$ cat config.mk
export PLATFORM = sky130hd
export DESIGN_NAME = periodic_task_tick_scheduler
export DESIGN_NICKNAME = d
export VERILOG_FILES = /design/src/hw/rtl/pts_pkg.sv /design/src/hw/rtl/pts_clock.sv /design/src/hw/rtl/pts_slots.sv /design/src/hw/rtl/periodic_task_tick_scheduler.sv
export SDC_FILE = /design/constraint.sdc
export NUM_CORES = 1
export LEC_CHECK = 0
export ABC_AREA = 0
export BUFFER_PORTS_ARGS = -buffer_cell sky130_fd_sc_hd__buf_2
export CAP_MARGIN = 25
export CORE_ASPECT_RATIO = 1.1
export CORE_MARGIN = 5
export CORE_UTILIZATION = 30
export CTS_BUF_LIST = sky130_fd_sc_hd__clkbuf_16
export DETAILED_ROUTE_END_ITERATION = 10
export GPL_TIMING_DRIVEN = 0
export PLACE_DENSITY = 0.44
export SYNTH_ARGS = -nofsm -noshare
export SYNTH_HDL_FRONTEND = slang
export SYNTH_HIERARCHICAL = 1
export SYNTH_SLANG_ARGS = --single-unit
$ cat constraint.sdc
create_clock -name clk -period 2.85 [get_ports clk]
set_input_delay 0.285 -clock clk [delete_from_list [all_inputs] [get_ports clk]]
set_output_delay 0.285 -clock clk [all_outputs]
set_load 0.01 [all_outputs]
$ cat src/hw/rtl/pts_pkg.sv
// ----------------------------------------------------------------------------
// pts_pkg
// Shared types and constants of the periodic task tick scheduler.
// ----------------------------------------------------------------------------
package pts_pkg;

  localparam int NUM_SLOTS  = 8;
  localparam int SLOT_IDX_W = (NUM_SLOTS > 1) ? $clog2(NUM_SLOTS) : 1;

  localparam int MODE_W   = 2;
  localparam int PERIOD_W = 16;
  localparam int COUNT_W  = 16;
  localparam int INDEX_W  = 3;
  localparam int MASK_W   = 8;

  localparam int MS_SUB_W  = 10;
  localparam int SEC_SUB_W = 6;
  localparam logic [MS_SUB_W-1:0]  MS_LAST  = MS_SUB_W'(999);
  localparam logic [SEC_SUB_W-1:0] SEC_LAST = SEC_SUB_W'(59);

  localparam int IN_DATA_W  = 16;
  localparam int IN_USER_W  = 8;
  localparam int OUT_DATA_W = 64;

  typedef enum logic [MODE_W-1:0] {
    OP_TICK    = 2'd0,
    OP_CREATE  = 2'd1,
    OP_COLLECT = 2'd2,
    OP_NONE    = 2'd3
  } op_t;

  typedef struct packed {
    logic                tick;
    logic                create;
    logic                collect;
    logic [PERIOD_W-1:0] period;
  } step_t;

  typedef struct packed {
    logic [INDEX_W-1:0] slot_index;
    logic               create_failed;
    logic [MASK_W-1:0]  run_mask;
  } slot_res_t;

  typedef struct packed {
    logic [COUNT_W-1:0] ms;
    logic [COUNT_W-1:0] sec;
    logic [COUNT_W-1:0] min;
  } time_t;

endpackage

$ cat src/hw/rtl/pts_clock.sv
// ----------------------------------------------------------------------------
// pts_clock
// Millisecond, second and minute counters with their roll-over sub-counters.
// ----------------------------------------------------------------------------
module pts_clock (
  input  logic            clk,
  input  logic            rst,
  input  logic            tick,
  output pts_pkg::time_t  time_next
);

  pts_pkg::time_t                   now;
  logic [pts_pkg::MS_SUB_W-1:0]     ms_in_second, ms_in_second_next;
  logic [pts_pkg::SEC_SUB_W-1:0]    sec_in_minute, sec_in_minute_next;

  always_comb begin
    time_next          = now;
    ms_in_second_next  = ms_in_second;
    sec_in_minute_next = sec_in_minute;
    if (tick) begin
      time_next.ms = now.ms + 1'b1;
      if (ms_in_second == pts_pkg::MS_LAST) begin
        ms_in_second_next = '0;
        time_next.sec     = now.sec + 1'b1;
        if (sec_in_minute == pts_pkg::SEC_LAST) begin
          sec_in_minute_next = '0;
          time_next.min      = now.min + 1'b1;
        end else begin
          sec_in_minute_next = sec_in_minute + 1'b1;
        end
      end else begin
        ms_in_second_next = ms_in_second + 1'b1;
      end
    end
  end

  always_ff @(posedge clk) begin
    if (rst) begin
      now           <= '0;
      ms_in_second  <= '0;
      sec_in_minute <= '0;
    end else begin
      now           <= time_next;
      ms_in_second  <= ms_in_second_next;
      sec_in_minute <= sec_in_minute_next;
    end
  end

endmodule

$ cat src/hw/rtl/pts_slots.sv
// ----------------------------------------------------------------------------
// pts_slots
// Slot bank: parallel countdown on a tick, first-free allocation on a
// create, run flag report and clear on a collect.
// ----------------------------------------------------------------------------
module pts_slots (
  input  logic                clk,
  input  logic                rst,
  input  pts_pkg::step_t      step,
  output pts_pkg::slot_res_t  res
);

  localparam int N = pts_pkg::NUM_SLOTS;

  logic [N-1:0]                  used;
  logic [N-1:0]                  run;
  logic [pts_pkg::PERIOD_W-1:0]  countdown [N];
  logic [pts_pkg::PERIOD_W-1:0]  period    [N];

  logic                          any_free;
  logic [pts_pkg::SLOT_IDX_W-1:0] free_idx;
  logic [31:0]                   free_idx_wide;
  logic [pts_pkg::MASK_W-1:0]    mask_view;

  // lowest free slot wins: scan downward so the last hit is the lowest
  always_comb begin
    any_free = 1'b0;
    free_idx = '0;
    for (int i = N - 1; i >= 0; i--) begin
      if (!used[i]) begin
        any_free = 1'b1;
        free_idx = pts_pkg::SLOT_IDX_W'(i);
      end
    end
  end

  assign free_idx_wide = 32'(free_idx);

  for (genvar b = 0; b < pts_pkg::MASK_W; b++) begin : g_mask
    if (b < N) begin : g_on
      assign mask_view[b] = run[b];
    end else begin : g_off
      assign mask_view[b] = 1'b0;
    end
  end

  always_comb begin
    res = '0;
    if (step.create) begin
      res.create_failed = !any_free;
      res.slot_index    = any_free ? free_idx_wide[pts_pkg::INDEX_W-1:0] : '0;
    end
    if (step.collect) begin
      res.run_mask = mask_view;
    end
  end

  always_ff @(posedge clk) begin
    if (rst) begin
      used <= '0;
      run  <= '0;
    end else begin
      for (int i = 0; i < N; i++) begin
        if (step.tick && used[i]) begin
          if (countdown[i] <= pts_pkg::PERIOD_W'(1)) begin
            run[i] <= 1'b1;
          end
        end
        if (step.create && any_free && free_idx == pts_pkg::SLOT_IDX_W'(i)) begin
          used[i] <= 1'b1;
          run[i]  <= 1'b0;
        end
        if (step.collect) begin
          run[i] <= 1'b0;
        end
      end
    end
  end

  // countdown and period only matter once a slot is used; create sets both
  always_ff @(posedge clk) begin
    for (int i = 0; i < N; i++) begin
      if (step.tick && used[i]) begin
        if (countdown[i] <= pts_pkg::PERIOD_W'(1)) begin
          countdown[i] <= period[i];
        end else begin
          countdown[i] <= countdown[i] - 1'b1;
        end
      end
      if (step.create && any_free && free_idx == pts_pkg::SLOT_IDX_W'(i)) begin
        countdown[i] <= '0;
        period[i]    <= step.period;
      end
    end
  end

endmodule

$ cat src/hw/rtl/periodic_task_tick_scheduler.sv
// ----------------------------------------------------------------------------
// periodic_task_tick_scheduler
// Tick counters and periodic slot scheduler behind an input and a result
// register.
// ----------------------------------------------------------------------------
// Each input beat is one operation chosen by s_tuser: a millisecond tick,
// a create of a periodic slot, or a collect of the run flags. Every beat
// gives exactly one result beat, in order. A beat is taken into an input
// register, processed as it moves into the result register, and the
// block takes one beat per cycle as long as m_tready keeps up. All slots
// count down in parallel on a tick and a create picks the lowest free
// slot through a priority encoder, so neither bounds the rate. Slots are
// never freed.
module periodic_task_tick_scheduler (
  input  logic                              clk,
  input  logic                              rst,
  input  logic                              s_tvalid,
  output logic                              s_tready,
  // period[15:0]
  input  logic [pts_pkg::IN_DATA_W-1:0]     s_tdata,
  // mode[1:0], zero above
  input  logic [pts_pkg::IN_USER_W-1:0]     s_tuser,
  output logic                              m_tvalid,
  input  logic                              m_tready,
  // slot_index[2:0], create_failed[3], run_mask[11:4],
  // millisecond_count[27:12], second_count[43:28], minute_count[59:44]
  output logic [pts_pkg::OUT_DATA_W-1:0]    m_tdata
);

  logic                              in_valid;
  logic [pts_pkg::MODE_W-1:0]        in_mode;
  logic [pts_pkg::PERIOD_W-1:0]      in_period;
  logic                              advance;

  logic                              out_valid;
  logic [pts_pkg::OUT_DATA_W-1:0]    out_data;

  pts_pkg::step_t                    step;
  pts_pkg::slot_res_t                slot_res;
  pts_pkg::time_t                    time_next;

  assign advance  = in_valid && (!out_valid || m_tready);
  assign s_tready = !in_valid || advance;

  always_ff @(posedge clk) begin
    if (rst) begin
      in_valid <= 1'b0;
    end else if (s_tready) begin
      in_valid <= s_tvalid;
    end
  end

  always_ff @(posedge clk) begin
    if (s_tvalid && s_tready) begin
      in_mode   <= s_tuser[pts_pkg::MODE_W-1:0];
      in_period <= s_tdata[pts_pkg::PERIOD_W-1:0];
    end
  end

  always_comb begin
    step        = '0;
    step.period = in_period;
    if (advance) begin
      case (pts_pkg::op_t'(in_mode))
        pts_pkg::OP_TICK:    step.tick    = 1'b1;
        pts_pkg::OP_CREATE:  step.create  = 1'b1;
        pts_pkg::OP_COLLECT: step.collect = 1'b1;
        default:             ;
      endcase
    end
  end

  pts_clock u_clock (
    .clk       (clk),
    .rst       (rst),
    .tick      (step.tick),
    .time_next (time_next)
  );

  pts_slots u_slots (
    .clk  (clk),
    .rst  (rst),
    .step (step),
    .res  (slot_res)
  );

  always_ff @(posedge clk) begin
    if (rst) begin
      out_valid <= 1'b0;
    end else if (advance) begin
      out_valid <= 1'b1;
    end else if (m_tready) begin
      out_valid <= 1'b0;
    end
  end

  always_ff @(posedge clk) begin
    if (advance) begin
      out_data <= {4'b0000, time_next.min, time_next.sec, time_next.ms,
                   slot_res.run_mask, slot_res.create_failed, slot_res.slot_index};
    end
  end

  assign m_tvalid = out_valid;
  assign m_tdata  = out_data;

endmodule
==> flow_metrics.py <==
metrics = {
    "outcome": {
        "run_status": "finished clean",
    },
    "setup_path": {
        "largest_fanout_of_any_net_on_the_critical_path": 10,
        "crit_buf_inv": 1,
        "worst_ep_required_time_ns": 3.33,
        "critPathSlowestCell": "sky130_fd_sc_hd__or4_1",
        "r2r_start": "in_mode[0]$_DFFE_PP_",
        "timing.critical_path.slowest_cell_delay_ns": 0.65,
        "worstPathCellList": "nor4b_4 -> buf_6 -> nand4_1 -> or4_1 -> nor3_1 -> mux2_2",
        "worst_setup_path_end_kind": "flip-flop",
        "reg2regPathDepth": 6,
        "reg2reg_to": "u_clock/now[15]$_SDFF_PP0_",
        "crit_path_category": "flip-flop to flip-flop",
        "critical_path_arrival_ns": 3.20,
        "timing.critical_path.from_type": "flip-flop",
        "reg2reg_slack_ns": 0.13,
        "cp_top_family": "simple AND/OR/NAND/NOR gates",
    },
    "synth": {
        "synthArstFlopShare": 0,
        "synth_ff_type": "sky130_fd_sc_hd__edfxtp_1",
        "synth.lib_cells_used.distinct": 68,
        "synth_compound_gate_area_share": 0.0760,
        "synth.top_cells.by_area": "sky130_fd_sc_hd__edfxtp_1 (54%), sky130_fd_sc_hd__dfxtp_1 (8.9%), sky130_fd_sc_hd__xnor2_1 (3.8%), sky130_fd_sc_hd__nor2_1 (3.4%), sky130_fd_sc_hd__xor2_1 (2.9%)",
        "syn_inst": 1517,
        "synth_area_per_cell_um2": 12.2,
        "syn-cell-area_mm2": 0.0185,
        "warning_count_from_the_yosys_run": 6,
        "yosys.area_share.simple": 0.170,
        "synth_top_family_by_area": "simple AND/OR/NAND/NOR gates",
        "yosys.area_share.xor_xnor": 0.0672,
        "synthDominantCellAreaShare": 0.542,
        "yosysSeqAreaShare": 0.631,
        "post_synth_adder_cell_area": 0.0142,
        "synth_area_leader_cell": "sky130_fd_sc_hd__edfxtp_1",
        "muxShareOfSynthArea": 0.0207,
        "synth_edf_count": 334,
        "ys_seq_elements": 416,
    },
    "placement": {
        "dpl_cell_area_mm2": 0.0201,
        "gpl.final_weighted_congestion": 0.781,
        "dp_hpwl_um": 29600,
        "port_buffers": 83,
    },
    "finish": {
        "num-fill-cells": 6087,
        "syn_to_final_growth_pct": 18.0,
        "layout_net_count": 1728,
        "sequential_cell_area_mm2": 0.0117,
        "finalCoreUtilization": 0.358,
        "area_of_combinational_cells_with_multiple_inputs_mm2": 0.00656,
        "postLayoutCellArea_mm2": 0.0219,
        "drive_gt1_frac": 0.147,
        "leading_cell_type_in_the_layout_fill_and_taps_excluded": "sky130_fd_sc_hd__edfxtp_1",
        "highest_count_cells_in_the_layout_ignoring_fill_and_taps": "sky130_fd_sc_hd__edfxtp_1 (334), sky130_fd_sc_hd__nor2_1 (170), sky130_fd_sc_hd__buf_2 (91)",
    },
    "timing": {
        "worstMarginPinSlew_ns": 0.995,
        "fin_crit_sh": 0.954,
        "slew_headroom": 0.337,
        "holdWs_ns": 0.0620,
        "achievable-frequency_ghz": 0.368,
        "finalHoldViolations": 0,
        "period_needed_ns": 2.72,
        "timing.clock.skew_ns": 0.0303,
        "setup_violations": 0,
        "rsz0062_at_grt": "true",
        "finalMaxSlewViolations": 0,
    },
    "floorplan": {
        "floorplan.die.height_um": 271,
        "fp-row-count": 95,
        "floorplan.initialDensity": 0.303,
        "pin_count": 94,
        "die_x_um": 247,
        "fp.dieArea_mm2": 0.0668,
        "floorplan.core_area_mm2": 0.0611,
    },
    "power_and_ir_drop": {
        "irDropWorstVdd_mv": 0.445,
        "p_seq_frac": 0.535,
        "power_mw": 12.5,
        "power.switching_fraction": 0.216,
        "total_switching_power_mw": 2.70,
        "share_comb_of_total_power": 0.018,
        "power_frac_clock": 0.447,
        "leakage_nw": 7.35,
        "cell_pwr_density_mw_per_mm2": 573,
        "internal-power_mw": 9.81,
    },
    "clocking": {
        "htree_levels": 2,
        "clock_sink_count": 416,
        "clk_latency_ns": 0.59,
        "cts_root_buf": "sky130_fd_sc_hd__clkbuf_16",
        "maximum_count_of_clock_buffers_along_a_single_path": 3,
        "cts_buffers": 47,
        "tritoncts": "built",
        "worst_setup_hold_path_clk_slew_ns": 0.06,
    },
    "min_path": {
        "worst_hold_path.endpoint": "in_valid$_SDFFE_PP0P_",
        "timing.hold.worst_path_depth": 2,
        "hp-class": "input port to flip-flop",
        "holdCritStartpoint": "rst",
    },
    "detailed_routing": {
        "drcViolationCount": 0,
        "vias_per_cell": 4.75,
        "wirelength_um": 45300,
        "detail_route.first_pass.iterations": 7,
        "per_cell_routed_wire_length_um": 17.8,
        "post_route_antenna_net_violation_count": 0,
        "via_count": 12100,
        "first_iter_violations": 818,
    },
    "global_route": {
        "grt_start_max_net_pins": 52,
        "grt_pass1_vias": 12300,
        "grt_antenna_before_repair": 4,
        "grt_usage": 0.134,
        "globalRouteOverflowTotal": 0,
        "grt_pass1_wl_um": 70400,
    },
    "run": {
        "maxCapViolCount": 0,
    },
}
-- synth_stat cells (all sizes together), types with 3 or more instances --
cell type    n
a31oi        5
dfxtp       82
nand3b      11
or3         17
nor4        34
inv         33
nand4b       9
and4bb       4
nand3       78
and2        15
mux2        18
a211oi      57
edfxtp     334
buf         14
or4         19
ha          21
a41oi        5
nand4       30
xnor2       81
xor2        61
clkbuf      47
nor3        47
nor2b       37
nor2       170
mux2i       18
a21o         3
nand2b       7
o22ai        7
a31o         6
or2          3
a21oi       44
o21ai       52
nand2       90
o21ba        5
o21bai       5
o31ai       10
and3        13
and4         6
-- power by group through the flow --
stage                     Sequential (mW)  Combinational, mW  Clock (mW)
after floorplan                      6.78             0.0795           0
after global placement               6.83              0.201           0
after detailed placement             6.83              0.212           0
after CTS                            6.70              0.232        5.81
after global routing                 6.70              0.250        6.06
final                                6.69              0.227        5.60
-- metal layers --
metal	wire length, um	global-route usage	up-vias
li1	-	-	5976
met2	21200	0.218	214
met1	21100	0.183	5806
met3	1960	0.0253	73
met4	1080	0.0377	0
met5	0	0	-
-- what timing repair did --
action / 4_1_cts / 5_1_grt
endpoints found under the setup margin: 96 / 132
gates cloned: 0 / 1
hold buffers: 19 / 0
hold endpoints to repair: 19 / 0
resized for setup: 15 / 18
pin swaps: 0 / 0
setup buffers: 0 / 1
-- worst max-delay path by stage --
stage / start / end / slack (ns) / cells past startpoint
final: in_mode[0]$_DFFE_PP_ / u_clock/now[15]$_SDFF_PP0_ / 0.13 / 6
after global routing: in_mode[0]$_DFFE_PP_ / u_slots/countdown[1][61]$_SDFFCE_PP0P_ / -0.01 / 8
after CTS: u_slots/countdown[0][18]$_SDFFCE_PP0P_ / u_slots/countdown[0][19]$_SDFFCE_PP0P_ / 0.04 / 6
after detailed placement: m_tvalid$_SDFFE_PP0P_ / u_slots/countdown[1][39]$_SDFFCE_PP0P_ / -0.48 / 7
after global placement: in_mode[0]$_DFFE_PP_ / u_slots/countdown[1][43]$_SDFFCE_PP0P_ / -1.41 / 6
after floorplan: m_tvalid$_SDFFE_PP0P_ / u_slots/period[0][48]$_DFFE_PP_ / 0.16 / 7
-- flip-flops by register name (all words and copies together) (netlist names) --
register,count
m_tdata,60
m_tvalid,1
in_valid,1
u_clock/now,48
u_clock/ms_in_second,10
u_clock/sec_in_minute,6
u_slots/period,128
in_period,16
in_mode,2
u_slots/countdown,128
u_slots/used,8
u_slots/mask_view,8
-- metrics by stage --
stage	setup TNS, ns	setup WS, ns	instances
after floorplan	0	0.161	1520
after global placement	-249.78	-1.41	2427
after detailed placement	-21.31	-0.481	2435
after CTS	0	0.0401	2541
after global routing	-0.0128	-0.0128	2542
final	0	0.132	2543
-- cell type report --
cell class,instances,area share
clock buffers,48,0.0550
repair buffers,112,0.0349
plain buffers,58,0.0125
inverters,34,0.00618
repair inverters,1,0.000344
diodes,1,0.000115
flip-flops and latches,416,0.534
clock inverters,40,0.00945
multi-input cells,1009,0.300
well taps,824,0.0472
-- logic make-up after synthesis --
family | count (synthesis)
AOI/OAI and AO/OA | 208
xor gates and xnor gates | 142
adders and majority gates | 21
buffers and inverters | 95
DFF | 416
muxes | 36
other | 1
and+or+nand+nor | 598
No activity file was read; power rests on OpenSTA's default activity.
